[config.mk]
export PLATFORM = sky130hd
export DESIGN_NAME = rsbb_cfg
export DESIGN_NICKNAME = d
export VERILOG_FILES = /design/src/design/rsbb_pkg.sv /design/src/design/rsbb_cfg.sv
export SDC_FILE = /design/constraint.sdc
export NUM_CORES = 1
export LEC_CHECK = 0
export ABC_CLOCK_PERIOD_IN_PS = 1150
export BUFFER_PORTS_ARGS = -buffer_cell sky130_fd_sc_hd__buf_2
export CAP_MARGIN = 30
export CORE_MARGIN = 2
export CORE_UTILIZATION = 50
export CTS_CLUSTER_SIZE = 12
export DETAILED_ROUTE_END_ITERATION = 12
export GPL_ROUTABILITY_DRIVEN = 0
export GPL_TIMING_DRIVEN = 1
export PLACE_DENSITY = 0.92
export SYNTH_ARGS = -nofsm -noshare
export SYNTH_HDL_FRONTEND = slang
export SYNTH_SLANG_ARGS = --single-unit
[constraint.sdc]
create_clock -name clk_i -period 1.15 [get_ports clk_i]
set_input_delay 0.0575 -clock clk_i [delete_from_list [all_inputs] [get_ports clk_i]]
set_output_delay 0.0575 -clock clk_i [all_outputs]
set_load 0.05 [all_outputs]
[src/design/rsbb_pkg.sv]
`timescale 1ns / 1ps
`default_nettype none

package rsbb_pkg;

  // Store geometry and fixed-point formats.
  localparam int SRC_MAX_WIDTH    = 256;
  localparam int SRC_MAX_HEIGHT   = 256;
  localparam int COORD_FRAC_BITS  = 16;
  localparam int WEIGHT_FRAC_BITS = 8;

  localparam int XW      = $clog2(SRC_MAX_WIDTH);
  localparam int YW      = $clog2(SRC_MAX_HEIGHT);
  localparam int BANK_AW = (XW - 1) + (YW - 1);
  localparam int ENT_W   = 25;
  localparam int COL_W   = 24;

  // Blend arithmetic.
  localparam int ALPHA_ONE = 256;
  localparam int ALPHA_W   = 9;
  localparam int ALPHA_SH  = 8;
  localparam int MIX_W     = 16;
  localparam int W_W       = 2 * WEIGHT_FRAC_BITS + 1;
  localparam int P_W       = MIX_W + W_W;
  localparam int SUM_W     = P_W + 2;
  localparam int OUT_SH    = ALPHA_SH + 2 * WEIGHT_FRAC_BITS;

  // Coordinate arithmetic.
  localparam int SZ_W    = 9;
  localparam int DELTA_W = 14;
  localparam int PROD_W  = DELTA_W + 24;
  localparam int T_W     = PROD_W + 2;
  localparam int IX_W    = T_W - 1 - COORD_FRAC_BITS;

  localparam int WSH_L = (COORD_FRAC_BITS >= WEIGHT_FRAC_BITS) ? 0
                                                               : WEIGHT_FRAC_BITS - COORD_FRAC_BITS;
  localparam int WSH_R = (COORD_FRAC_BITS >= WEIGHT_FRAC_BITS) ? COORD_FRAC_BITS - WEIGHT_FRAC_BITS
                                                               : 0;

  // Register map.
  typedef enum logic [2:0] {
    REG_COS   = 3'd0,
    REG_SIN   = 3'd1,
    REG_SRC_W = 3'd2,
    REG_SRC_H = 3'd3,
    REG_DST_W = 3'd4,
    REG_DST_H = 3'd5,
    REG_ALPHA = 3'd6,
    REG_KEY   = 3'd7
  } reg_idx_e;

  typedef enum logic {
    OP_LOAD  = 1'b0,
    OP_BLEND = 1'b1
  } op_e;

  typedef struct packed {
    logic signed [23:0] cos_sc;
    logic signed [23:0] sin_sc;
    logic [SZ_W-1:0]    src_w;
    logic [SZ_W-1:0]    src_h;
    logic [11:0]        dst_w;
    logic [11:0]        dst_h;
    logic [ALPHA_W-1:0] alpha;
    logic [24:0]        key;
  } cfg_t;

  typedef struct packed {
    logic             blend;
    logic [11:0]      col;
    logic [11:0]      row;
    logic [COL_W-1:0] color;
  } item_t;

  // Result of the coordinate stages, one request in flight.
  typedef struct packed {
    logic                       valid;
    logic                       blend;
    logic                       in_src;
    logic                       load_ok;
    logic                       opaque;
    logic [COL_W-1:0]           color;
    logic [2:0][MIX_W-1:0]      bgm;
    logic [XW-1:0]              col;
    logic [YW-1:0]              row;
    logic [XW-1:0]              ix;
    logic [YW-1:0]              iy;
    logic [WEIGHT_FRAC_BITS-1:0] fx;
    logic [WEIGHT_FRAC_BITS-1:0] fy;
  } map_out_t;

  // Access to the banked source store.
  typedef struct packed {
    logic               we;
    logic [1:0]         wbank;
    logic [BANK_AW-1:0] waddr;
    logic [ENT_W-1:0]   wdata;
    logic               re;
    logic [XW-1:0]      ix;
    logic [YW-1:0]      iy;
  } store_req_t;

  function automatic logic [ALPHA_W-1:0] sat_alpha(input logic [ALPHA_W-1:0] a);
    sat_alpha = (int'(a) > ALPHA_ONE) ? ALPHA_W'(ALPHA_ONE) : a;
  endfunction

  function automatic logic [WEIGHT_FRAC_BITS-1:0] weight_frac(
    input logic [COORD_FRAC_BITS-1:0] f
  );
    logic [COORD_FRAC_BITS+WEIGHT_FRAC_BITS-1:0] t;
    t = {{WEIGHT_FRAC_BITS{1'b0}}, f};
    t = (t << WSH_L) >> WSH_R;
    weight_frac = t[WEIGHT_FRAC_BITS-1:0];
  endfunction

endpackage

`default_nettype wire

[src/design/rsbb_cfg.sv]
`timescale 1ns / 1ps
`default_nettype none

module rsbb_cfg (
  input  wire logic         clk_i,
  input  wire logic         rst_ni,
  input  wire logic         psel,
  input  wire logic         penable,
  input  wire logic         pwrite,
  input  wire logic [4:0]   paddr,
  input  wire logic [31:0]  pwdata,
  output logic [31:0]       prdata,
  output logic              pready,
  output rsbb_pkg::cfg_t    cfg_o
);

  rsbb_pkg::cfg_t      cfg_q;
  rsbb_pkg::reg_idx_e  idx;
  logic                wr;

  assign pready = 1'b1;
  assign idx    = rsbb_pkg::reg_idx_e'(paddr[4:2]);
  assign wr     = psel && penable && pwrite;
  assign cfg_o  = cfg_q;

  // Register writes on the access phase of a write request.
  always_ff @(posedge clk_i or negedge rst_ni) begin
    if (!rst_ni) begin
      cfg_q.cos_sc <= 24'sd65536;
      cfg_q.sin_sc <= 24'sd0;
      cfg_q.src_w  <= 9'd256;
      cfg_q.src_h  <= 9'd256;
      cfg_q.dst_w  <= 12'd256;
      cfg_q.dst_h  <= 12'd256;
      cfg_q.alpha  <= 9'd256;
      cfg_q.key    <= 25'h1FFFFFF;
    end else if (wr) begin
      unique case (idx)
        rsbb_pkg::REG_COS:   cfg_q.cos_sc <= pwdata[23:0];
        rsbb_pkg::REG_SIN:   cfg_q.sin_sc <= pwdata[23:0];
        rsbb_pkg::REG_SRC_W: cfg_q.src_w  <= pwdata[8:0];
        rsbb_pkg::REG_SRC_H: cfg_q.src_h  <= pwdata[8:0];
        rsbb_pkg::REG_DST_W: cfg_q.dst_w  <= pwdata[11:0];
        rsbb_pkg::REG_DST_H: cfg_q.dst_h  <= pwdata[11:0];
        rsbb_pkg::REG_ALPHA: cfg_q.alpha  <= pwdata[8:0];
        rsbb_pkg::REG_KEY:   cfg_q.key    <= pwdata[24:0];
        default: ;
      endcase
    end
  end

  // Read-back of the addressed register.
  always_comb begin
    unique case (idx)
      rsbb_pkg::REG_COS:   prdata = {8'd0, cfg_q.cos_sc};
      rsbb_pkg::REG_SIN:   prdata = {8'd0, cfg_q.sin_sc};
      rsbb_pkg::REG_SRC_W: prdata = {23'd0, cfg_q.src_w};
      rsbb_pkg::REG_SRC_H: prdata = {23'd0, cfg_q.src_h};
      rsbb_pkg::REG_DST_W: prdata = {20'd0, cfg_q.dst_w};
      rsbb_pkg::REG_DST_H: prdata = {20'd0, cfg_q.dst_h};
      rsbb_pkg::REG_ALPHA: prdata = {23'd0, cfg_q.alpha};
      rsbb_pkg::REG_KEY:   prdata = {7'd0, cfg_q.key};
      default:             prdata = 32'd0;
    endcase
  end

endmodule

`default_nettype wire

== Yosys cells after proc, flatten, opt, wreduce, memory -nomap -nowiden ==
Index checks and enable logic that the tools add are counted.
Storage, ports and cells
  register bits after elaboration: 124
  bits of input ports: 42
  output and inout bits: 157
  word-level logic and storage cells: 27
Operators by class
  equal/unequal tests: 7
  multiplexer cells: 1
  reductions and logical operators: 11
Operator list (count)
  $pmux 32 s8: 1
  $reduce_and 2->1: 8
  $eq 3x3->1 const B: 4
  $eq 3x2->1 const B: 2
  $eq 3x1->1 const B: 1
  $logic_not 3->1: 1
  $logic_and 1x1->1: 2

== Longest topological paths before layout ==
  word-level depth: 3
  depth in mapped cells: 7
  mapped depth without buffers: 4

== Worst setup path after synthesis ==
Ideal clock, no wire load.
  kind: flip-flop to output port
  from: register cfg_q, in the netlist cfg_o[10]
  to: output port prdata[10]
  data arrival time: 1.898 ns
  data required time: 1.092 ns
  setup slack: -0.806 ns
  stages on the path, launching flop included: 3
  path buffers: 0
  cells stage by stage: dfstp_2 mux2i_1 o21ai_0
Between the ends
  cells in the longest elaborated chain, start to end: 1
RTL lines
  from (decl): line rsbb_cfg.sv:17  | rsbb_pkg::cfg_t cfg_q;
  $pmux 32 s8: line rsbb_cfg.sv:54  | unique case (idx)
  to (decl): line rsbb_cfg.sv:12  | output logic [31:0] prdata,
No other way between the ends. The select of a mux whose other input is x is not followed.

== Final worst setup path ==
  from: register cfg_q, in the netlist cfg_o[53]
  to: output port prdata[7]
The elaborated chain is that of the path after synthesis.

==> impl_metrics.py <==
metrics = {
    "status": {
        "run_status": "complete, but fails checks",
        "violations_in_the_final_reports": "negative setup slack",
    },
    "setup_path": {
        "crit_family": "compound AO/OA/AOI/OAI gates",
        "worstSetupEndpointType": "output pin",
        "r2r_setup_slack_ps": 40,
        "r2r-start": "cfg_o[45]",
        "regToRegEndpoint": "cfg_o[45]",
        "critical_path_class": "reg2out",
        "critPathSlowestCell": "sky130_fd_sc_hd__dfrtp_2",
        "worstPathArrival_ps": 1750,
        "r2r_cells": 3,
        "startpoint_type": "register",
        "cp.buffers_inverters": 1,
        "worst-path-max-fanout": 2,
        "setup.worst_path.start": "cfg_o[53]",
        "cp_data_required_time_ps": 1090,
        "path_cells": "mux2i_2 -> a211oi_2 -> o22a_2 -> buf_8",
        "critPathMaxStageDelay_ps": 430,
    },
    "clock_tree": {
        "cts-root-buf": "sky130_fd_sc_hd__clkbuf_16",
        "clkTransAtPathRegs_ps": 60,
        "h-tree-depth": 4,
        "cts_inserted_buffers": 17,
        "worst_skew_pair.late_latency_ps": 420,
        "max-clock-path-buffers": 2,
        "clock_sink_count": 124,
        "cts_tree": "done",
    },
    "sta": {
        "finalMaxSlewViolations": 0,
        "min_period_over_period_pct": 157,
        "achievable-frequency_mhz": 553,
        "timing.final.setup_violations": 112,
        "fin_crit_ps": 1810,
        "final_skew_ps": 0,
        "grt_setup_unrepaired": "true",
        "post-route-worst-setup-slack_ps": -659,
        "finalHoldViolCount": 0,
    },
    "floorplanning": {
        "core-area_um2": 11400,
        "floorplan.die_area_um2": 12500,
        "num_rows": 39,
        "chipHeight_um": 112,
        "floorplan.io_pins": 199,
        "chipWidth_um": 112,
        "start_util_pct": 51.2,
    },
    "route": {
        "remaining_drc_errors": 0,
        "drt-pass1-iter-count": 5,
        "drt-vias-per-instance": 6.45,
        "route.final.wire_length_um": 30000,
        "via_count": 6022,
        "drt_first_iter_violations": 604,
        "wl_per_cell_um": 32.1,
        "drt.antenna.violating_nets": 0,
    },
    "synth": {
        "synth.top_cells.by_count": "sky130_fd_sc_hd__mux2_2, sky130_fd_sc_hd__dfrtp_1, sky130_fd_sc_hd__mux2i_1, sky130_fd_sc_hd__dfstp_2, sky130_fd_sc_hd__nand2_1",
        "synth_ff_type": "sky130_fd_sc_hd__dfrtp_1",
        "synth.top_cell.area_share_pct": 40.0,
        "post-synth-top-area-cell": "sky130_fd_sc_hd__dfrtp_1",
        "seq_area_frac_synth_pct": 54.0,
        "postSynth.asyncResetShare_pct": 100,
        "yosysUniqueCellTypes": 34,
        "synth_enable_flop_cells": 0,
        "syn_avg_cell_area_um2": 13.7,
        "synth_area_um2": 5820,
        "synthesis.instances": 426,
        "synthMostInstantiatedCell": "sky130_fd_sc_hd__mux2_2",
        "synth.area.top_cells": "sky130_fd_sc_hd__dfrtp_1, sky130_fd_sc_hd__mux2_2, sky130_fd_sc_hd__dfstp_2, sky130_fd_sc_hd__mux2i_1, sky130_fd_sc_hd__mux2_4",
        "yosys_register_bits": 124,
        "yosysWarningCount": 0,
    },
    "flow_run": {
        "number_of_max_cap_violations": 0,
    },
    "grt": {
        "first_global_vias": 5844,
        "first_pass_grt_wire_length_um": 35900,
        "grtUsageTotal_pct": 38.1,
        "grt_max_degree": 46,
        "gr-total-overflow": 0,
        "number_of_antenna_violations_at_the_first_check_in_global_routing": 0,
    },
    "place": {
        "hpwl_um": 13100,
        "number_of_buffers_added_on_ports": 181,
    },
    "power": {
        "leakagePower_nw": 5.02,
        "p_per_area_nw_per_um2": 2090,
        "power_mw": 22.8,
        "vdd_drop_max_uv": 2320,
    },
    "layout": {
        "final_layout_size_suffix_gt1_share_pct": 82.0,
        "largest_reg_flops": 124,
        "multi_input_comb_area_um2": 3060,
        "finish.utilization_pct": 96.2,
        "seqCellArea_um2": 3200,
        "area_growth_pct": 88.0,
        "antenna-diode-count": 0,
        "nNetsFinal": 820,
        "fill_cells": 216,
    },
    "worst_hold_path": {
        "worst_hold_path.endpoint": "cfg_o[74]",
        "holdPathStages": 2,
        "hold_class": "in2reg",
        "hold_start": "pwdata[7]",
    },
}
-- report_power, final --
part,internal (mW),leakage (nW),total [mW],switching [mW]
logic,4.71,3.28,10.8,6.12
registers,5.45,1.45,6.58,1.13
clock network,3.35,0.281,5.43,2.08
-- cell type report --
class,count,share of cell area (%)
clock buffers,25,4.44
clock inverters,7,0.801
inverters,7,0.355
multi-input cells,270,28.0
flip-flops and latches,124,29.2
well taps,143,1.64
repair buffers,358,35.5
-- cell usage in the layout (no fill, tap or decap), types with 3 or more instances in the layout --
cell and n:
sky130_fd_sc_hd__inv_1 5, sky130_fd_sc_hd__nand2_2 10, sky130_fd_sc_hd__clkbuf_4 23, sky130_fd_sc_hd__mux2_2 95, sky130_fd_sc_hd__mux2i_4 12, sky130_fd_sc_hd__buf_4 80
sky130_fd_sc_hd__nand2_4 3, sky130_fd_sc_hd__o22ai_1 6, sky130_fd_sc_hd__o21ai_4 13, sky130_fd_sc_hd__o22a_2 7, sky130_fd_sc_hd__nand2_1 10, sky130_fd_sc_hd__mux2_4 29
sky130_fd_sc_hd__dlygate4sd3_1 24, sky130_fd_sc_hd__buf_2 35, sky130_fd_sc_hd__nor2_1 9, sky130_fd_sc_hd__buf_6 95, sky130_fd_sc_hd__buf_8 79, sky130_fd_sc_hd__conb_1 8
sky130_fd_sc_hd__dfrtp_2 45, sky130_fd_sc_hd__clkbuf_8 3, sky130_fd_sc_hd__nor2_4 4, sky130_fd_sc_hd__clkbuf_16 17, sky130_fd_sc_hd__mux2i_2 6, sky130_fd_sc_hd__o22ai_2 3
sky130_fd_sc_hd__dfstp_2 31, sky130_fd_sc_hd__a211oi_2 7, sky130_fd_sc_hd__dfrtp_1 48, sky130_fd_sc_hd__clkinv_2 4, sky130_fd_sc_hd__buf_12 22, sky130_fd_sc_hd__nor2_2 3
sky130_fd_sc_hd__mux2i_1 20, sky130_fd_sc_hd__clkbuf_1 5
-- layer usage --
metal	wire (um)	vias to the layer above	GRT usage, %
met5	0	-	0
met4	2760	0	20.0
met3	2890	231	8.44
met2	14400	610	65.4
met1	9910	2944	44.9
li1	-	2237	-
-- what timing repair did --
item / in CTS / in global routing
hold endpoints to repair: 198 / 0
pin swaps: 6 / 7
resized for setup: 348 / 166
hold buffers: 24 / 0
endpoints found under the setup margin: 98 / 138
setup buffers: 22 / 51
gates cloned: 0 / 1
-- logic make-up (layout without fill, tap and decap cells) --
kind of cell	Yosys count	count (layout)	synth area share (%)
multiplexers	162	162	31.8
other	2	8	0.129
AO/OA/AOI/OAI	51	51	5.98
flip-flops	124	124	54.0
AND/OR/NAND/NOR	49	49	4.19
buffers and inverters	38	397	3.85
-- metrics by stage --
stage	std cells	area [um^2]	setup slack [ps]	hold slack (ps)	setup TNS, ps
floorplan	432	6240	-249	-238	-7600
global placement	828	8030	-325	-43.0	-31840
detailed placement	828	8030	-352	-41.8	-36880
CTS	897	10100	-539	0.608	-11430
global route	934	10900	-656	2.57	-17460
finish	934	10900	-659	11.8	-15480
-- worst max path at each step --
stage / end / cells after the start
2_1_floorplan: prdata[6] / 3
3_3_place_gp: cfg_o[28] / 6
3_5_place_dp: cfg_o[30] / 6
4_1_cts: prdata[6] / 4
5_1_grt: prdata[7] / 4
6_report: prdata[7] / 4
No activity file was read; power rests on OpenSTA's default activity.
