## config.mk

```make
export PLATFORM = sky130hd
export DESIGN_NAME = rsbb_map
export DESIGN_NICKNAME = d
export VERILOG_FILES = /design/src/design/rsbb_pkg.sv /design/src/design/rsbb_map.sv
export SDC_FILE = /design/constraint.sdc
export NUM_CORES = 2
export LEC_CHECK = 0
export BUFFER_PORTS_ARGS = -buffer_cell sky130_fd_sc_hd__buf_2
export CAP_MARGIN = 40
export CORE_MARGIN = 2
export CORE_UTILIZATION = 60
export DETAILED_ROUTE_END_ITERATION = 6
export GPL_TIMING_DRIVEN = 0
export HOLD_SLACK_MARGIN = 0.15
export PLACE_DENSITY_LB_ADDON = 0.2
export SETUP_SLACK_MARGIN = 0.15
export SYNTH_ARGS = -nofsm -noshare
export SYNTH_HDL_FRONTEND = slang
export SYNTH_SLANG_ARGS = --single-unit
export TNS_END_PERCENT = 1
```

## constraint.sdc

```tcl
create_clock -name clk_i -period 22.1 [get_ports clk_i]
set_input_delay 5.525 -clock clk_i [delete_from_list [all_inputs] [get_ports clk_i]]
set_output_delay 5.525 -clock clk_i [all_outputs]
set_load 0.01 [all_outputs]
```

## src/design/rsbb_pkg.sv

```systemverilog
`timescale 1ns / 1ps
`default_nettype none

package rsbb_pkg;

  // Store geometry and fixed-point formats.
  localparam int SRC_MAX_WIDTH    = 256;
  localparam int SRC_MAX_HEIGHT   = 256;
  localparam int COORD_FRAC_BITS  = 16;
  localparam int WEIGHT_FRAC_BITS = 8;

  localparam int XW      = $clog2(SRC_MAX_WIDTH);
  localparam int YW      = $clog2(SRC_MAX_HEIGHT);
  localparam int BANK_AW = (XW - 1) + (YW - 1);
  localparam int ENT_W   = 25;
  localparam int COL_W   = 24;

  // Blend arithmetic.
  localparam int ALPHA_ONE = 256;
  localparam int ALPHA_W   = 9;
  localparam int ALPHA_SH  = 8;
  localparam int MIX_W     = 16;
  localparam int W_W       = 2 * WEIGHT_FRAC_BITS + 1;
  localparam int P_W       = MIX_W + W_W;
  localparam int SUM_W     = P_W + 2;
  localparam int OUT_SH    = ALPHA_SH + 2 * WEIGHT_FRAC_BITS;

  // Coordinate arithmetic.
  localparam int SZ_W    = 9;
  localparam int DELTA_W = 14;
  localparam int PROD_W  = DELTA_W + 24;
  localparam int T_W     = PROD_W + 2;
  localparam int IX_W    = T_W - 1 - COORD_FRAC_BITS;

  localparam int WSH_L = (COORD_FRAC_BITS >= WEIGHT_FRAC_BITS) ? 0
                                                               : WEIGHT_FRAC_BITS - COORD_FRAC_BITS;
  localparam int WSH_R = (COORD_FRAC_BITS >= WEIGHT_FRAC_BITS) ? COORD_FRAC_BITS - WEIGHT_FRAC_BITS
                                                               : 0;

  // Register map.
  typedef enum logic [2:0] {
    REG_COS   = 3'd0,
    REG_SIN   = 3'd1,
    REG_SRC_W = 3'd2,
    REG_SRC_H = 3'd3,
    REG_DST_W = 3'd4,
    REG_DST_H = 3'd5,
    REG_ALPHA = 3'd6,
    REG_KEY   = 3'd7
  } reg_idx_e;

  typedef enum logic {
    OP_LOAD  = 1'b0,
    OP_BLEND = 1'b1
  } op_e;

  typedef struct packed {
    logic signed [23:0] cos_sc;
    logic signed [23:0] sin_sc;
    logic [SZ_W-1:0]    src_w;
    logic [SZ_W-1:0]    src_h;
    logic [11:0]        dst_w;
    logic [11:0]        dst_h;
    logic [ALPHA_W-1:0] alpha;
    logic [24:0]        key;
  } cfg_t;

  typedef struct packed {
    logic             blend;
    logic [11:0]      col;
    logic [11:0]      row;
    logic [COL_W-1:0] color;
  } item_t;

  // Result of the coordinate stages, one request in flight.
  typedef struct packed {
    logic                       valid;
    logic                       blend;
    logic                       in_src;
    logic                       load_ok;
    logic                       opaque;
    logic [COL_W-1:0]           color;
    logic [2:0][MIX_W-1:0]      bgm;
    logic [XW-1:0]              col;
    logic [YW-1:0]              row;
    logic [XW-1:0]              ix;
    logic [YW-1:0]              iy;
    logic [WEIGHT_FRAC_BITS-1:0] fx;
    logic [WEIGHT_FRAC_BITS-1:0] fy;
  } map_out_t;

  // Access to the banked source store.
  typedef struct packed {
    logic               we;
    logic [1:0]         wbank;
    logic [BANK_AW-1:0] waddr;
    logic [ENT_W-1:0]   wdata;
    logic               re;
    logic [XW-1:0]      ix;
    logic [YW-1:0]      iy;
  } store_req_t;

  function automatic logic [ALPHA_W-1:0] sat_alpha(input logic [ALPHA_W-1:0] a);
    sat_alpha = (int'(a) > ALPHA_ONE) ? ALPHA_W'(ALPHA_ONE) : a;
  endfunction

  function automatic logic [WEIGHT_FRAC_BITS-1:0] weight_frac(
    input logic [COORD_FRAC_BITS-1:0] f
  );
    logic [COORD_FRAC_BITS+WEIGHT_FRAC_BITS-1:0] t;
    t = {{WEIGHT_FRAC_BITS{1'b0}}, f};
    t = (t << WSH_L) >> WSH_R;
    weight_frac = t[WEIGHT_FRAC_BITS-1:0];
  endfunction

endpackage

`default_nettype wire

```

## src/design/rsbb_map.sv

```systemverilog
`timescale 1ns / 1ps
`default_nettype none

module rsbb_map (
  input  wire logic              clk_i,
  input  wire logic              rst_ni,
  input  wire logic              adv_i,
  input  wire logic              in_valid_i,
  input  wire rsbb_pkg::item_t   in_item_i,
  input  wire rsbb_pkg::cfg_t    cfg_i,
  output rsbb_pkg::map_out_t     map_o
);

  localparam int DW = rsbb_pkg::DELTA_W;
  localparam int PW = rsbb_pkg::PROD_W;
  localparam int TW = rsbb_pkg::T_W;
  localparam int CF = rsbb_pkg::COORD_FRAC_BITS;
  localparam int IW = rsbb_pkg::IX_W;
  localparam int SW = rsbb_pkg::SZ_W;

  logic [SW-1:0]          w, h, px, py;
  logic signed [DW-1:0]   diff_x, diff_y, rnd_x, rnd_y, cx, cy, dxs, dys;
  logic                   opaque;
  logic [rsbb_pkg::ALPHA_W-1:0] alpha;

  logic                   s1_v_q;
  rsbb_pkg::item_t        s1_item_q;
  logic                   s1_opq_q;
  logic signed [DW-1:0]   s1_dx_q, s1_dy_q;

  logic                   s2_v_q;
  rsbb_pkg::item_t        s2_item_q;
  logic                   s2_opq_q;
  logic signed [PW-1:0]   s2_xc_q, s2_ys_q, s2_xs_q, s2_yc_q;
  logic [2:0][rsbb_pkg::MIX_W-1:0] s2_bgm_q;

  logic signed [TW-1:0]   tx, ty, pxs, pys;
  logic [IW-1:0]          ixf, iyf;
  logic                   in_x, in_y;

  rsbb_pkg::map_out_t     s3_q;

  // Clipped source size and centre offsets.
  always_comb begin
    w  = (int'(cfg_i.src_w) > rsbb_pkg::SRC_MAX_WIDTH)
           ? SW'(rsbb_pkg::SRC_MAX_WIDTH) : cfg_i.src_w;
    h  = (int'(cfg_i.src_h) > rsbb_pkg::SRC_MAX_HEIGHT)
           ? SW'(rsbb_pkg::SRC_MAX_HEIGHT) : cfg_i.src_h;
    px = w >> 1;
    py = h >> 1;
    diff_x = $signed(DW'(cfg_i.dst_w)) - $signed(DW'(w));
    diff_y = $signed(DW'(cfg_i.dst_h)) - $signed(DW'(h));
    // Arithmetic halving rounds down, so negative values are nudged up first to round toward zero.
    rnd_x  = diff_x + $signed({{(DW-1){1'b0}}, diff_x[DW-1]});
    rnd_y  = diff_y + $signed({{(DW-1){1'b0}}, diff_y[DW-1]});
    cx     = rnd_x >>> 1;
    cy     = rnd_y >>> 1;
    dxs    = $signed(DW'(in_item_i.col)) - cx - $signed(DW'(px));
    dys    = $signed(DW'(in_item_i.row)) - cy - $signed(DW'(py));
    opaque = cfg_i.key[24] || (in_item_i.color != cfg_i.key[23:0]);
    alpha  = rsbb_pkg::sat_alpha(cfg_i.alpha);
  end

  // Stage one: offsets from the centre and the key test.
  always_ff @(posedge clk_i or negedge rst_ni) begin
    if (!rst_ni) begin
      s1_v_q <= 1'b0;
    end else if (adv_i) begin
      s1_v_q <= in_valid_i;
    end
  end

  always_ff @(posedge clk_i) begin
    if (adv_i) begin
      s1_item_q <= in_item_i;
      s1_opq_q  <= opaque;
      s1_dx_q   <= dxs;
      s1_dy_q   <= dys;
    end
  end

  // Stage two: the four rotation products and the background share.
  always_ff @(posedge clk_i or negedge rst_ni) begin
    if (!rst_ni) begin
      s2_v_q <= 1'b0;
    end else if (adv_i) begin
      s2_v_q <= s1_v_q;
    end
  end

  always_ff @(posedge clk_i) begin
    if (adv_i) begin
      s2_item_q <= s1_item_q;
      s2_opq_q  <= s1_opq_q;
      s2_xc_q   <= s1_dx_q * cfg_i.cos_sc;
      s2_ys_q   <= s1_dy_q * cfg_i.sin_sc;
      s2_xs_q   <= s1_dx_q * cfg_i.sin_sc;
      s2_yc_q   <= s1_dy_q * cfg_i.cos_sc;
      for (int c = 0; c < 3; c++) begin
        s2_bgm_q[c] <= rsbb_pkg::MIX_W'(s1_item_q.color[8*c +: 8])
                     * rsbb_pkg::MIX_W'(rsbb_pkg::ALPHA_W'(rsbb_pkg::ALPHA_ONE) - alpha);
      end
    end
  end

  // Source coordinate, floor and bounds.
  always_comb begin
    pxs  = $signed(TW'(px) << CF);
    pys  = $signed(TW'(py) << CF);
    tx   = s2_xc_q - s2_ys_q + pxs;
    ty   = s2_xs_q + s2_yc_q + pys;
    ixf  = tx[TW-2:CF];
    iyf  = ty[TW-2:CF];
    in_x = !tx[TW-1] && (({1'b0, ixf} + (IW+1)'(1)) < (IW+1)'(w));
    in_y = !ty[TW-1] && (({1'b0, iyf} + (IW+1)'(1)) < (IW+1)'(h));
  end

  // Stage three: neighbour position and weights.
  always_ff @(posedge clk_i or negedge rst_ni) begin
    if (!rst_ni) begin
      s3_q <= '0;
    end else if (adv_i) begin
      s3_q.valid   <= s2_v_q;
      s3_q.blend   <= s2_item_q.blend;
      s3_q.in_src  <= in_x && in_y;
      s3_q.load_ok <= (int'(s2_item_q.col) < rsbb_pkg::SRC_MAX_WIDTH)
                   && (int'(s2_item_q.row) < rsbb_pkg::SRC_MAX_HEIGHT);
      s3_q.opaque  <= s2_opq_q;
      s3_q.color   <= s2_item_q.color;
      s3_q.bgm     <= s2_bgm_q;
      s3_q.col     <= s2_item_q.col[rsbb_pkg::XW-1:0];
      s3_q.row     <= s2_item_q.row[rsbb_pkg::YW-1:0];
      s3_q.ix      <= ixf[rsbb_pkg::XW-1:0];
      s3_q.iy      <= iyf[rsbb_pkg::YW-1:0];
      s3_q.fx      <= rsbb_pkg::weight_frac(tx[CF-1:0]);
      s3_q.fy      <= rsbb_pkg::weight_frac(ty[CF-1:0]);
    end
  end

  assign map_o = s3_q;

endmodule

`default_nettype wire

```

Word-level counts from Yosys, hierarchy flattened
Index checks and enable logic that the tools add are counted.
{"block": "totals", "inputBits": 177, "elab_cells": 76, "regBits": 455}
{"block": "op_classes", "order_cmp": 7, "reduce_logical": 7, "multipliers": 7, "addsub": 15, "n_eq_ne": 1, "n_mux": 3}
{"operator": "$mul A14 B24 Y38", "count": 4}
{"operator": "$add A39 B25 Y40", "count": 2}
{"operator": "$add A23 B1 Y24 const B", "count": 2}
{"operator": "$lt A24 B9 Y1", "count": 2}
{"operator": "$add A38 B38 Y39", "count": 1}
{"operator": "$sub A38 B38 Y39", "count": 1}
{"operator": "$mul A8 B16 Y16", "count": 2}
{"operator": "$add A13 B2 Y14", "count": 2}
{"operator": "$sub A13 B13 Y14", "count": 2}
{"operator": "$sub A14 B9 Y14", "count": 2}
{"operator": "$gt A9 B9 Y1 const B", "count": 3}
{"operator": "$mux W9", "count": 3}
{"operator": "$sub A12 B9 Y13", "count": 2}
{"operator": "$lt A12 B9 Y1 const B", "count": 2}
{"operator": "$ne A24 B24 Y1", "count": 1}
{"operator": "$mul A9 B10 Y16", "count": 1}
{"operator": "$sub A9 B9 Y10 const A", "count": 1}
{"operator": "$logic_and A1 B1 Y1", "count": 4}
{"operator": "$logic_not A1 Y1", "count": 2}
{"operator": "$logic_or A1 B1 Y1", "count": 1}

Depth between registers and ports, before layout
{"block": "logic_depth", "ltp_word": 7, "depth_mapped": 32}

Least setup slack after synthesis
No wires, ideal clock.
{"block": "synth_timing", "path_type": "input -> register", "start": "input port cfg_i[84] in the netlist's numbering", "end": "register s2_xs_q[37] (data pin)", "arrival_ps": 11776, "path_stages": 24, "path_buffers": 2, "path_slack_ps": 10064, "cell_sequence": "clkbuf_1 -> clkbuf_1 -> nand2_1 -> fa_1 -> inv_1 -> fa_1 -> inv_1 -> fa_1 -> inv_1 -> fa_1 -> fa_1 -> fa_1 -> ha_1 -> a21oi_1 -> o21ai_0 -> a21oi_1 -> a21oi_1 -> o41ai_1 -> o21ai_1 -> o311ai_0 -> nand3_1 -> a311o_1 -> a21oi_1 -> xnor2_1"}
{"block": "synth_via", "elab_chain_cells": 1}
{"element": "from (decl)", "line_no": "rsbb_map.sv:10", "rtl": "input wire rsbb_pkg::cfg_t cfg_i,"}
{"element": "$mul A14 B24 Y38", "line_no": "rsbb_map.sv:97", "rtl": "s2_xs_q <= s1_dx_q * cfg_i.sin_sc;"}
{"element": "to (signal assigned)", "line_no": "rsbb_map.sv:97"}
{"element": "to (decl)", "line_no": "rsbb_map.sv:34", "rtl": "logic signed [PW-1:0] s2_xc_q, s2_ys_q, s2_xs_q, s2_yc_q;"}
Every way passes these cells.
A chain may end at the register's enable or synchronous reset.

Worst setup path in the final report
{"block": "layout_timing", "start": "input port cfg_i[89] in the netlist's numbering", "end": "register s2_xs_q[37] (data pin)"}
The elaborated chain is that of the path after synthesis.

==> results.py <==
metrics = {
    "global_routing": {
        "grt_pass1_vias": 61000,
        "grt_usage_pct": 37.4,
        "antenna_found_initial": 33,
        "grt_max_degree": 110,
        "grt_pass1_wl_um": 364000,
        "overflow": 0,
    },
    "route": {
        "wl_per_cell_um": 24.1,
        "ant_nets": 0,
        "wl_met1_um": 90000,
        "wl_um": 240000,
        "drc": 0,
        "route.met3.wl_um": 26200,
        "dr.pass1.iters": 5,
        "drt_iter0_markers": 4291,
        "vias": 57300,
        "via_per_inst": 5.74,
        "wl_met2_um": 108000,
        "top_layer": "met5",
    },
    "clock_network": {
        "ctsResizeCount": 0,
        "cts_max_level": 2,
        "cts_tree": "built",
        "clk_latency_ps": 700,
        "clkTransAtPathRegs_ps": 60,
        "cts_setup_buffers": 0,
        "hold_buffers": 0,
        "cts_root_buf": "clkbuf_16",
        "clockBufferDepth": 3,
        "numCtsBuffers": 54,
        "cts.sinks": 455,
    },
    "worst_setup_path": {
        "crit_path_max_fanout": 10,
        "crit_type": "primary input to flop",
        "crit_path_end_kind": "flop",
        "critPathMaxStageDelay_ps": 760,
        "r2r_cells": 26,
        "r2r-start": "s1_dy_q[2]",
        "cp-start-kind": "primary input",
        "worstPathRequired_ps": 22450,
        "rrSetupSlack_ps": 12620,
        "crit_arrival_ps": 13830,
        "cpMostUsedCell": "fa_1",
        "slowest_stage": "clkbuf_1",
        "r2r_end": "s2_ys_q[37]",
    },
    "die": {
        "io_pins": 302,
        "die_h_um": 363,
        "fp.coreArea_um2": 128000,
        "die_area_um2": 132000,
        "die-width_um": 363,
        "rows": 131,
        "start_util_pct": 60.5,
    },
    "synth": {
        "ys_warn_count": 0,
        "avgSynthCellArea_um2": 9.91,
        "dominantRegCellSynth": "edfxtp_1",
        "ys_ff_latch": 455,
        "ys_types": 88,
        "syn_inst": 7806,
        "synth_edf_count": 328,
        "ys_seq_area_share_pct": 16.8,
        "synthesis.area_um2": 77400,
        "async_flop_share_pct": 27.9,
    },
    "min_path": {
        "hold_end": "s2_item_q[33]",
        "min_path_type": "flop to flop",
        "hold_path_startpoint": "s1_item_q[33]",
        "whs_path_depth": 0,
    },
    "place": {
        "dp_hpwl_um": 203000,
        "port_buffers": 254,
        "pre_cts_ws_ps": 8150,
        "place_congestion": 0.999,
    },
    "sta": {
        "skew_ps": 36.0,
        "finalHoldViolCount": 0,
        "rsz0062_at_grt": "no",
        "fin_ws_ps": 8610,
        "fin_crit_ps": 13490,
        "tightest_slew_ps": 994,
        "slew_viol_final": 0,
        "max_freq_ghz": 0.0742,
        "finalCritPeriodShare_pct": 61.0,
        "setup-tns-final_ps": 0,
        "setup_violations": 0,
        "slew-limit-headroom_pct": 33.7,
    },
    "cells_and_area": {
        "area_delta_synth_final_pct": 8.71,
        "layout-drive-gt1-share_pct": 7.31,
        "final_cell_mix": "inv_1, fa_1, nand2_1",
        "fillers": 10300,
        "final_common_cell": "inv_1",
        "final_nets": 10500,
        "fin_util_pct": 65.8,
    },
    "flow_run": {
        "drv_cap": 0,
    },
    "outcome": {
        "status": "complete, no violations",
    },
}
[synth_stat cells, types with 42 or more instances]
cell	n	area, µm²
mux2_2	127	1430
clkbuf_1	337	1260
ha_1	636	7960
dfrtp_1	127	3180
nand3_1	64	320
and2_1	647	4050
inv_1	1470	5520
nand2b_1	117	732
nand2_1	980	3680
a21oi_1	211	1060
fa_1	1469	29400
nor3_1	47	235
xor2_1	89	780
xnor2_1	272	2380
edfxtp_1	328	9850
nor2b_1	42	263
nor2_1	210	788
o21ai_0	110	551
a21o_1	78	586
[worst max-delay path: cells and delay by family]
| family | cells | cell delay (ps) |
|---|---|---|
| and+or+nand+nor | 3 | 590 |
| buffers and inverters | 6 | 1750 |
| AOI/OAI and AO/OA | 8 | 2170 |
| xor gates and xnor gates | 1 | 410 |
| adders and majority gates | 7 | 3390 |
[registers in the layout, summed over array words and instances (netlist names), 38 cells and up]
signal and flops:
map_o 125, s1_item_q 49, s2_item_q 49, s2_bgm_q 48, s2_xc_q 38, s2_xs_q 38
s2_yc_q 38, s2_ys_q 38
[metrics by stage]
step	hold WS, ps	area, µm²	std cells
floorplan	400	77600	7852
global placement	402	80900	9768
detailed placement	405	82100	9857
CTS	411	84000	9959
global route	417	84100	9972
finish	418	84100	9983
[worst max path at each step]
stage / to / cells after the start / slack, ps / startpoint
2_1_floorplan: s2_xs_q[37] / 24 / 10060 / cfg_i[84]
3_3_place_gp: map_o[122] / 13 / 7760 / adv_i
3_5_place_dp: s2_ys_q[37] / 26 / 8150 / cfg_i[83]
4_1_cts: s2_ys_q[37] / 26 / 8840 / cfg_i[83]
5_1_grt: s2_xs_q[37] / 25 / 8240 / cfg_i[89]
6_report: s2_xs_q[37] / 25 / 8610 / cfg_i[89]
[layout make-up]
cell class	instances	area, µm²	area share (%)
sequential	455	13000	15.5
buffer	349	1310	1.56
tap	1662	2080	2.47
clock inverter	32	443	0.527
timing repair buffer	349	2500	2.97
antenna	18	45.0	0.0535
clock buffer	70	1490	1.78
multi-input combinational	5576	57700	68.6
inverter	1472	5530	6.57
[metal layers]
| metal | vias up | track usage [%] |
|---|---|---|
| met3 | 662 | 11.7 |
| met1 | 29200 | 45.9 |
| met5 | - | 0 |
| met4 | 16 | 20.6 |
| met2 | 2422 | 59.1 |
| li1 | 25000 | - |
[cells by family after synthesis]
family	share of synthesized area [%]
and+or+nand+nor	14.5
adders and majority gates	48.3
buffers and inverters	8.84
AOI/OAI and AO/OA	5.48
DFF	16.8
xor gates and xnor gates	4.09
muxes	1.93
other	0.00971
Power is left out: the tool's default activity adds up to more than one toggle a clock period on the data nets, which glitch-free logic cannot reach.
